File: src/cht_ram.sv
// ----------------------------------------------------------------------------
// cht_ram: generic simple dual-port RAM
// One write port, one read port with registered read data.
// ----------------------------------------------------------------------------
module cht_ram #(
	parameter int WIDTH = 8,
	parameter int DEPTH = 16
) (
	input  logic                     clk,
	input  logic                     we,
	input  logic [$clog2(DEPTH)-1:0] waddr,
	input  logic [WIDTH-1:0]         wdata,
	input  logic                     re,
	input  logic [$clog2(DEPTH)-1:0] raddr,
	output logic [WIDTH-1:0]         rdata
);

	logic [WIDTH-1:0] mem [DEPTH];

	always_ff @(posedge clk) begin
		if (we) begin
			mem[waddr] <= wdata;
		end
		if (re) begin
			rdata <= mem[raddr];
		end
	end

endmodule

File: config.mk
export PLATFORM = sky130hd
export DESIGN_NAME = cht_ram
export DESIGN_NICKNAME = d
export VERILOG_FILES = /design/src/cht_ram.sv
export SDC_FILE = /design/constraint.sdc
export NUM_CORES = 1
export LEC_CHECK = 0
export ABC_AREA = 1
export BUFFER_PORTS_ARGS = -buffer_cell sky130_fd_sc_hd__buf_2
export CAP_MARGIN = 15
export CORE_ASPECT_RATIO = 0.6
export CORE_MARGIN = 10
export CORE_UTILIZATION = 55
export DETAILED_ROUTE_END_ITERATION = 6
export GPL_TIMING_DRIVEN = 0
export PLACE_DENSITY_LB_ADDON = 0.12
export SETUP_SLACK_MARGIN = 0.5
export SKIP_CTS_REPAIR_TIMING = 1
export SLEW_MARGIN = 15
export SYNTH_ARGS = -nofsm -noshare
export SYNTH_HDL_FRONTEND = slang
export SYNTH_SLANG_ARGS = --single-unit
File: constraint.sdc
create_clock -name clk -period 1.2 [get_ports clk]
set_clock_uncertainty 0.2 [all_clocks]
set_input_delay 0 -clock clk [delete_from_list [all_inputs] [get_ports clk]]
set_output_delay 0 -clock clk [all_outputs]
set_load 0.01 [all_outputs]
Word level (Yosys, flattened, before mapping). Memories as Yosys holds them, arrays and structs flattened. A register that Yosys moved wholly into a read port is not among the register bits. Index checks and enable logic that the tools add are counted.

ROM bits: 0. Register bits: 0. Input port bits: 19. Memories: 1. Memory bits (writable): 128. Latch bits: 0.

$add $sub $neg: 0. Shift operators: 0. $mul: 0. Eq/ne operators: 0. Reductions and logical operators: 0. Order comparisons: 0. Bitwise logic cells: 0. Div/mod/pow operators: 0. Muxes and demuxes: 2.

Memory list: mem (depth 16, bits a word 8, read ports 1, clocked after Yosys merged registers in 1, write ports 1, RTL line 18) `logic [WIDTH-1:0] mem [DEPTH];`.

Operators by type and width (count): $mux 1 (2).

Longest topological paths before layout.
Word-level depth: 2. Mapped depth: 8.

Worst setup path after synthesis. OpenSTA, ideal clock, no wires.

Path type: input port to flip-flop. Start: input waddr[3]. End: memory mem[4][0] (enable). Required time: 0.630 ns. Cell stages on the path: 2. Slack: 0.049 ns. Arrival time: 0.581 ns. Buffers on the path: 0. Path through: nand3b_1 > nor2_1.

RTL lines: start: declaration (RTL line 11) `input logic [$clog2(DEPTH)-1:0] waddr,`; end: declaration (RTL line 18).

No word-level cell before the write port.

==> flow_summary.toml <==
[finish]
fill_cells = 719
finish.instance_area_mm2 = 0.00741
area_growth_syn_to_layout_pct = 26.7
drive_above_1_share_pct = 28.5
n_antenna_cell = 0
utilization_pct = 70.7
final_nets = 620

[die]
rows = 29
design.die.area_mm2 = 0.0153
chipHeight_um = 99.9
ioPinCount = 27
start_util_pct = 55.8
core_mm2 = 0.0105
chipWidth_um = 153

[timing]
slew_violations = 0
worstMarginPinSlew_ps = 565
maxSlewHeadroom_pct = 62.4
finalHoldViolCount = 261
rsz0062_at_grt = "true"
finalCritPeriodShare_pct = 112
hold_ws_ps = -253
max_freq_mhz = 742
fin_ws_ps = -147
finalSetupViolCount = 8
finalCriticalPeriod_ps = 1350
setup-tns-final_ps = -914

[logic_synthesis]
ys_seq_area_share_pct = 69.8
synthXorXnorAreaFrac_pct = 0
yosys-mux-area-fraction_pct = 0
syn_inst = 551
synth_seq_cells = 136
synth_area_mm2 = 0.00585
synth_top_family_by_area = "simple AND/OR/NAND/NOR gates"
synth-compound-area-share_pct = 0
synthAdderAreaFrac_pct = 0
synthSimpleGateAreaFrac_pct = 20.8
yosysWarningCount = 0
ys_types = 11
syn_nets = 570
syn_area_per_cell_um2 = 10.6

[drt]
wire_per_inst_um = 20.6
drt_iter0_markers = 402
viasPerCell = 5.47
drt_first_pass_iters = 7
wl_um = 15500
ant_nets = 0
via_count = 4117
drc = 0

[worst_setup_path]
worstPathMaxFanout = 1
endpoint_kind = "register"
worstReg2RegStart = "mem[2][7]$_DFFE_PP_"
cp-start-kind = "register"
required_ps = 1170
r2r-end = "rdata[7]$_DFFE_PP_"
criticalPathCategory = "register to register"
cp.arrival_ps = 1320
r2r_slack_ps = -150
r2r_cells = 6

[clocking]
cts_buffer_depth = 2
cts_sinks = 136
cts_tree = "yes"
cts_root_buf = "clkbuf_16"
worst_skew_pair.late_latency_ps = 420
path_clk_slew_ps = 50
numCtsBuffers = 17
htreeDepth = 4

[global_routing]
grt_pass1_wl_um = 22700
grt_max_degree = 17
grt_pass1_vias = 3813
grt_overflow = 0
antenna_found_initial = 0
grt_use_total_pct = 20.0

[place]
place.gp.congestion = 0.871
placed_area_mm2 = 0.00630
dp_hpwl_um = 9710
portBuffers = 23
dpl_worst_slack_ps = -411

[pwr]
powerDensity_mw_per_mm2 = 1570
p_leak_nw = 3.09
p_total_mw = 11.6
ir_drop_uv = 1270

[outcome]
status = "finished with violations"
violations = "hold timing, setup timing"

[worst_hold_path]
holdCritPathClass = "input port to register"
worstHoldStart = "re"
worstHoldPathCells = 1
hold_end = "rdata[6]$_DFFE_PP_"

[job]
drv_cap = 0
==> synth_stat cells <==
library cell / n / area share, %
nand2_1: 173 / 11
edfxtp_1: 136 / 70
inv_1: 100 / 6.4
nand3_1: 97 / 8.3
nor2_1: 17 / 1.1
buf_2: 13 / 1.1
buf_6: 6 / 1.2
buf_4: 4 / 0.51
inv_2: 2 / 0.13
nand3b_1: 2 / 0.26
buf_1: 1 / 0.064
==> cell type report <==
cell class / instances / area [um^2] / share of cell area [%]
sequential: 136 / 4080 / 55.1
multi-input combinational: 289 / 1720 / 23.2
clock buffer: 20 / 437 / 5.89
inverter: 102 / 398 / 5.37
timing repair buffer: 31 / 280 / 3.78
tap: 139 / 174 / 2.35
buffer: 24 / 166 / 2.25
clock inverter: 11 / 155 / 2.09
==> where the power goes <==
group          internal (mW)  switching [mW]
clock                   3.43            1.86
combinational          0.294           0.646
sequential              5.35          0.0285
==> flip-flops by register name, indices dropped and copies added (netlist names) <==
name / count
rdata: 8
mem: 128
==> per-layer routing <==
metal  GRT usage, %  routed length [um]
met1           29.0                6820
met2           28.4                6770
met3           5.12                1620
met4           7.15                 267
met5              0                   0
==> worst max-delay path by stage <==
stage	startpoint	end	cells past startpoint
after floorplan	mem[5][2]$_DFFE_PP_	rdata[2]$_DFFE_PP_	6
after global placement	waddr[2]	mem[9][5]$_DFFE_PP_	3
after detailed placement	waddr[2]	mem[9][7]$_DFFE_PP_	3
after CTS	mem[3][0]$_DFFE_PP_	rdata[0]$_DFFE_PP_	6
after global routing	mem[6][0]$_DFFE_PP_	rdata[0]$_DFFE_PP_	6
final	mem[2][7]$_DFFE_PP_	rdata[7]$_DFFE_PP_	6
==> through the flow <==
stage / cells / hold WS, ps
after CTS: 744 / -250
after global placement: 713 / 179
after detailed placement: 713 / 181
final: 752 / -253
after global routing: 752 / -254
after floorplan: 551 / -101
==> cell families after synthesis <==
| group | count (synthesis) |
|---|---|
| buffers and inverters | 126 |
| DFF | 136 |
| and+or+nand+nor | 289 |
==> cell usage in the layout, fill, tap and decap left out, types with 3 or more instances in the layout <==
cell / Yosys / routed
nand2_1: 173 / 148
edfxtp_1: 136 / 136
inv_1: 100 / 93
nand3_1: 97 / 51
nand3_2: 0 / 42
buf_2: 13 / 29
nand2_2: 0 / 20
nor2_4: 0 / 17
clkbuf_16: 0 / 17
buf_6: 6 / 12
inv_2: 2 / 7
buf_4: 4 / 7
nand3_4: 0 / 4
bufinv_16: 0 / 4
clkinv_1: 0 / 4
buf_12: 0 / 4
nand2_8: 0 / 3
clkbuf_1: 0 / 3
==> critical path: stages, from the launching register on <==
cell,delay [ps]
edfxtp_1,350
inv_1,100
nand2_1,60
nand3_1,90
nand3_1,100
nand3_2,120
nand2_2,80
Note: power is estimated with default switching activity, not from simulation.
