File: config.mk
export PLATFORM = sky130hd
export DESIGN_NAME = cht_hash
export DESIGN_NICKNAME = d
export VERILOG_FILES = /design/src/cht_pkg.sv /design/src/cht_hash.sv
export SDC_FILE = /design/constraint.sdc
export NUM_CORES = 1
export LEC_CHECK = 0
export ABC_AREA = 1
export BUFFER_PORTS_ARGS = -buffer_cell sky130_fd_sc_hd__buf_2
export CORE_UTILIZATION = 51
export DETAILED_ROUTE_END_ITERATION = 10
export PLACE_DENSITY = 0.78
export SLEW_MARGIN = 20
export SYNTH_ARGS = -nofsm -noshare
export SYNTH_HDL_FRONTEND = slang
export SYNTH_SLANG_ARGS = --single-unit
export TNS_END_PERCENT = 50
File: constraint.sdc
create_clock -name clk -period 0.8 [get_ports clk]
set_clock_uncertainty 0.15 [all_clocks]
set_input_delay 0.08 -clock clk [delete_from_list [all_inputs] [get_ports clk]]
set_output_delay 0.08 -clock clk [all_outputs]
set_load 0.01 [all_outputs]
File: src/cht_pkg.sv
// ----------------------------------------------------------------------------
// cht_pkg: shared types and constants of the cuckoo hash lookup table
// Field widths, operation codes, the hash multiplier table and the request
// that starts one bucket-index computation.
// ----------------------------------------------------------------------------
package cht_pkg;

	localparam int KEY_W     = 28;
	localparam int VAL_W     = 32;
	localparam int ENTRY_W   = KEY_W + VAL_W;
	localparam int CNT_OUT_W = 10;
	localparam int CHOICE_W  = 3;

	localparam logic [CNT_OUT_W-1:0] COUNT_SAT = 10'd1023;

	localparam logic MODE_INSERT = 1'b0;
	localparam logic MODE_SEARCH = 1'b1;

	typedef struct packed {
		logic                start;
		logic [KEY_W-1:0]    key;
		logic [CHOICE_W-1:0] choice;
	} hash_req_t;

	function automatic logic [4:0] hash_mult(input logic [CHOICE_W-1:0] choice);
		logic [4:0] m;
		case (choice)
			3'd0:    m = 5'd23;
			3'd1:    m = 5'd19;
			3'd2:    m = 5'd3;
			3'd3:    m = 5'd5;
			3'd4:    m = 5'd7;
			3'd5:    m = 5'd11;
			3'd6:    m = 5'd13;
			default: m = 5'd17;
		endcase
		return m;
	endfunction

endpackage

File: src/cht_hash.sv
// ----------------------------------------------------------------------------
// cht_hash: bucket index pipeline
// Three stages: key times multiplier (wraps at 32 bits), reciprocal
// quotient estimate, remainder; final compare-subtract gives the index.
// ----------------------------------------------------------------------------
module cht_hash #(
	parameter int BUCKETS = 512
) (
	input  logic                       clk,
	input  logic                       arst_n,
	input  cht_pkg::hash_req_t         req,
	output logic                       idx_valid,
	output logic [$clog2(BUCKETS)-1:0] idx
);

	import cht_pkg::*;

	localparam int IDX_W = $clog2(BUCKETS);
	localparam logic [32:0] TWO_POW_32 = 33'h1_0000_0000;
	localparam logic [31:0] RECIP = 32'(TWO_POW_32 / 33'(BUCKETS));
	localparam logic [IDX_W:0] BK = (IDX_W + 1)'(BUCKETS);

	logic            v_s1, v_s2, v_s3;
	logic [31:0]     p_s1, p_s2;
	logic [31:0]     qe_s2;
	logic [IDX_W:0]  r_s3;

	logic [31:0]     prod1;
	logic [63:0]     prod2;
	logic [31:0]     qb;
	logic [31:0]     diff;
	logic [IDX_W:0]  r_red;

	assign prod1 = 32'(32'(req.key) * 32'(hash_mult(req.choice)));
	assign prod2 = 64'(p_s1) * 64'(RECIP);
	assign qb    = 32'(qe_s2 * 32'(BUCKETS));
	assign diff  = p_s2 - qb;

	// quotient estimate is low by at most one: one correction step
	assign r_red     = (r_s3 >= BK) ? r_s3 - BK : r_s3;
	assign idx       = r_red[IDX_W-1:0];
	assign idx_valid = v_s3;

	always_ff @(posedge clk or negedge arst_n) begin
		if (!arst_n) begin
			v_s1 <= 1'b0;
			v_s2 <= 1'b0;
			v_s3 <= 1'b0;
		end else begin
			v_s1 <= req.start;
			v_s2 <= v_s1;
			v_s3 <= v_s2;
		end
	end

	always_ff @(posedge clk) begin
		p_s1  <= prod1;
		p_s2  <= p_s1;
		qe_s2 <= prod2[63:32];
		r_s3  <= diff[IDX_W:0];
	end

endmodule
* Word level (Yosys, flattened, before mapping)
Index checks and enable logic that the tools add are counted.
** Word-level totals
- Register bits after elaboration :: 34
- Bits of input ports :: 34
- Output and inout bits :: 10
- Logic and storage cells :: 20
** Cells by class
- Add/sub/neg operators :: 2
- $mul :: 1
- Order comparisons :: 1
- Eq/ne operators :: 6
- Multiplexer cells :: 2
- Reduce and logical (&&, ||, !) cells :: 1
** Operator list (count)
- one-hot mux 5 bit (7 select lines) :: 1
- multiplier 28 x 5 -> 10 bit :: 1
- >= comparator 10 bit, second input constant :: 1
- subtractor 10 bit :: 1
- equality test 3 bit, second input constant :: 3
- 2-to-1 mux 9 bit :: 1
- subtractor 9 x 1 -> 9 bit, second input constant :: 1
- equality test 3 x 2 -> 1 bit, second input constant :: 2
- equality test 3 x 1 -> 1 bit, second input constant :: 1
- logical NOT 3 bit :: 1

* Longest topological paths before layout
- Depth after elaboration :: 3
- Gate-level depth with buffers :: 22
- Mapped depth without buffers :: 22

* Least setup slack after synthesis
OpenSTA, ideal clock, no wires.
- Path type :: input -> register
- Start :: in req[1] (netlist name)
- End :: reg p_s1[8]
- Library setup time :: 112 ps
- Arrival :: 3142 ps
- Data required time :: 538 ps
- Setup slack :: -2604 ps
- Cell stages on the path :: 21
- Path buffers :: 0
- Cell sequence :: nand2_2 > nand2_2 > nor2_2 > inv_1 > nor2_1 > fa_1 > fa_1 > inv_1 > fa_1 > inv_1 > ha_1 > nand2_1 > nand2_1 > nand2_1 > nand2_1 > nor2_1 > nand2_1 > nand2_2 > clkinv_1 > nand3_1 > nand2_1
** Between the ends
- Longest elaborated chain between the ends :: 3
- Elaborated cells on any way between the ends :: 9
- Those cells by class :: 1 x mul; 6 x eq/ne; 1 x mux; 1 x reduce/logical
** RTL lines
- from (decl) :: RTL line cht_hash.sv:11 : input cht_pkg::hash_req_t req,
- equality test 3 bit, or another cell as far along :: RTL line cht_pkg.sv:27 : case (choice)
- one-hot mux 5 bit (7 select lines) (*) :: RTL line cht_pkg.sv:27
- multiplier 28 x 5 -> 10 bit (*) :: RTL line cht_hash.sv:34 : assign prod1 = 32'(32'(req.key) * 32'(hash_mult(req.choice)));
- via prod1[8] :: RTL line cht_hash.sv:28 : logic [31:0] prod1;
- to (signal assigned) :: RTL line cht_hash.sv:57 : p_s1 <= prod1;
- to (decl) :: RTL line cht_hash.sv:24 : logic [31:0] p_s1, p_s2;
Mark *: on every way through the listed nets, which the timed path passes. The rest lies on a longest branch.

* Worst setup path after layout
Same ends and word-level chain as after synthesis.

==> flow_summary.yaml <==
synth:
  synth.distinct_cells: 20
  ys_top_cells_by_count: "inv_1 (38), nand2_1 (33), dfxtp_1 (27)"
  ys_seq_elements: 30
  synth_ff_type: "dfxtp_1"
  yosysMostFrequentCell: "inv_1"
  synthTopCellsByArea: "dfxtp_1 (34%), fa_1 (18%), inv_1 (9.1%), ha_1 (8.8%), nand2_1 (7.9%)"
  syn-num-nets: 234
  yosysSeqAreaShare_pct: 39.2
  yosysTopAreaCell: "dfxtp_1"
  synth_warnings: 0
  synth_top_area_share_pct: 34.4
  synth-edff-count: 0
  syn_inst: 175
  synth.cell_area_um2: 1570
  synth-async-reset-ratio_pct: 10.0
  synth_area_per_cell_um2: 8.97
die:
  die_area_um2: 3300
  core_um2: 2830
  rows: 19
  initial_core_util_pct: 55.5
  die_x_um: 57.5
  io_pins: 44
  die_h_um: 57.5
layout:
  syn_to_final_growth_pct: 68.4
  fin_area_um2: 2640
  n_antenna_cell: 0
  fin_nets: 320
  drive_above_1_share_pct: 58.4
  utilization_pct: 93.4
timing:
  finalHoldViolCount: 4
  setup_tns_ns: -16.25
  fin_crit_ns: 3.47
  maxSlewViolCount: 0
  setup_ws_ns: -2.67
  worst_pin_slew_ns: 0.233
  fmax_ghz: 0.288
  hold_ws_ns: -0.0808
  rsz0062_at_grt: "true"
  setup-violations-final: 18
  timing.final.crit_share_pct: 434
  slew_headroom_pct: 84.4
flow_run:
  max-cap-violations: 0
routing:
  wl_met3_um: 257
  drcViolationCount: 6
  drt_iter0_markers: 91
  ant_nets: 0
  wl_met2_um: 2920
  met1_length_um: 2100
  wl_um: 5830
  wl_per_cell_um: 19.9
  drt-pass1-iter-count: 9
  vias_per_cell: 5.27
  top_layer: "met4"
  vias: 1545
grt:
  grt_max_degree: 10
  grt_pass1_wl_um: 7220
  track_usage_pct: 30.7
  grt_pass1_vias: 1710
  overflow: 0
  antenna_found_initial: 0
critical_path:
  worstReg2RegStart: "v_s1"
  critPathMaxStageDelay_ns: 0.58
  cp_num_buf_inv: 5
  cp.arrival_ns: 3.54
  crit_family: "adder cells"
  slowest_stage: "fa_1"
  worstSetupStartpointType: "input pin"
  ff2ff_path_depth: 0
  required_ns: 0.87
  crit_path_frequent_cell: "nand2_2"
  rrSetupSlack_ns: 0.16
  cp_max_fo: 5
  timing.rr.end: "v_s2"
  cp_cell_sequence: "buf_12 > nand2_8 > nand2_8 > nor2_4 > inv_2 > nor2_2 > fa_1 > fa_1 > inv_2 > fa_1 > inv_2 > ha_4 > nand2_2 > nand2_2 > nand2_2 > nand2_2 > nor2_2 > nand2_1 > nand2_2 > clkinv_2 > nand3_2 > nand2_1"
  cp-end-kind: "flip-flop"
  crit_type: "input pin to flip-flop"
pwr:
  leakage_uw: 0.00131
  power_density_nw_per_um2: 2610
  fin_total_pwr_uw: 6900
  ir_drop_uv: 1510
cts:
  hold_buffers: 3
  clk_path_buf_depth: 2
  insertion_delay_ns: 0.32
  numCtsBuffers: 5
  root_buffer: "clkbuf_4"
  cts.sinks: 30
  cts_tree: "yes"
  cts-htree-levels: 2
  path_clk_slew_ns: 0.10
worst_hold_path:
  holdCritPathClass: "input pin to asynchronous set/reset pin"
place:
  io_buffers: 24
  placed_area_um2: 2150
  dpl.hpwl_um: 2650
  globalplace.congestion: 0.902
status:
  violations: "design-rule violations, negative hold slack, negative setup slack"
  outcome: "finished with violations"
[flip-flops by register name, summed over array words and instances (netlist names)]
| register | flops |
|---|---|
| r_s3 | 9 |
| p_s2 | 9 |
| p_s1 | 9 |
| idx_valid | 1 |
| v_s1 | 1 |
| v_s2 | 1 |
[power breakdown]
part,switching (uW),internal (uW)
clock network,493,426
logic,1960,1790
registers,168,2060
total,2620,4280
[routing by layer]
layer / global-route usage, % / vias up
li1: - / 690
met4: 27.9 / 0
met3: 8.84 / 47
met5: 0 / -
met2: 57.1 / 87
met1: 25.5 / 721
[layout by cell type, fill, tap and decap left out, types with 3 or more instances in the layout]
master,synthesis,layout
buf_2,0,19
ha_4,0,9
dfxtp_1,27,25
fa_1,14,13
xnor2_1,3,3
nand2_1,33,16
nand2_8,0,4
clkbuf_4,0,5
nor2_2,1,5
nor2_4,0,6
nand3_1,8,6
inv_2,0,12
buf_6,0,13
nand2_2,6,17
inv_1,38,26
buf_4,0,42
nand2_4,1,3
nor2_1,18,8
a21oi_2,1,3
dfrtp_1,3,3
[timing repair]
action / 4_1_cts / 5_1_grt
cloned: 0 / 0
hold endpoints to repair: 6 / 4
setup endpoints to repair: 18 / 19
pin swaps: 16 / 27
resized for setup: 38 / 31
setup buffers: 11 / 9
[metrics by stage]
| step | setup slack, ns | instances |
|---|---|---|
| after detailed placement | -2.75 | 266 |
| after floorplan | -2.29 | 175 |
| final | -2.67 | 293 |
| after CTS | -2.25 | 287 |
| after global placement | -2.67 | 266 |
| after global routing | -2.71 | 293 |
[worst max path at each step]
stage	end	cells past startpoint	start
2_1_floorplan	p_s1[8]	21	req[0]
5_1_grt	p_s1[8]	22	req[1]
6_report	p_s1[8]	22	req[1]
3_5_place_dp	p_s1[8]	23	req[1]
4_1_cts	p_s1[8]	22	req[1]
3_3_place_gp	p_s1[8]	22	req[1]
[cells by family after synthesis]
| group | after synthesis | share of synthesized area, % |
|---|---|---|
| adders and majority gates | 25 | 26.6 |
| buffers and inverters | 39 | 9.33 |
| AOI/OAI and AO/OA | 6 | 2.47 |
| xor gates and xnor gates | 5 | 2.79 |
| DFF | 30 | 39.2 |
| and+or+nand+nor | 70 | 19.5 |
[cell type report]
cell class                 instances  area (um^2)
tap                               31         38.8
inverter                          39          148
multi-input combinational        106         1150
timing repair buffer              79          629
fill                              92          186
sequential                        30          618
clock inverter                     1         5.00
clock buffer                       7         55.1
(Power assumes the default switching activity.)
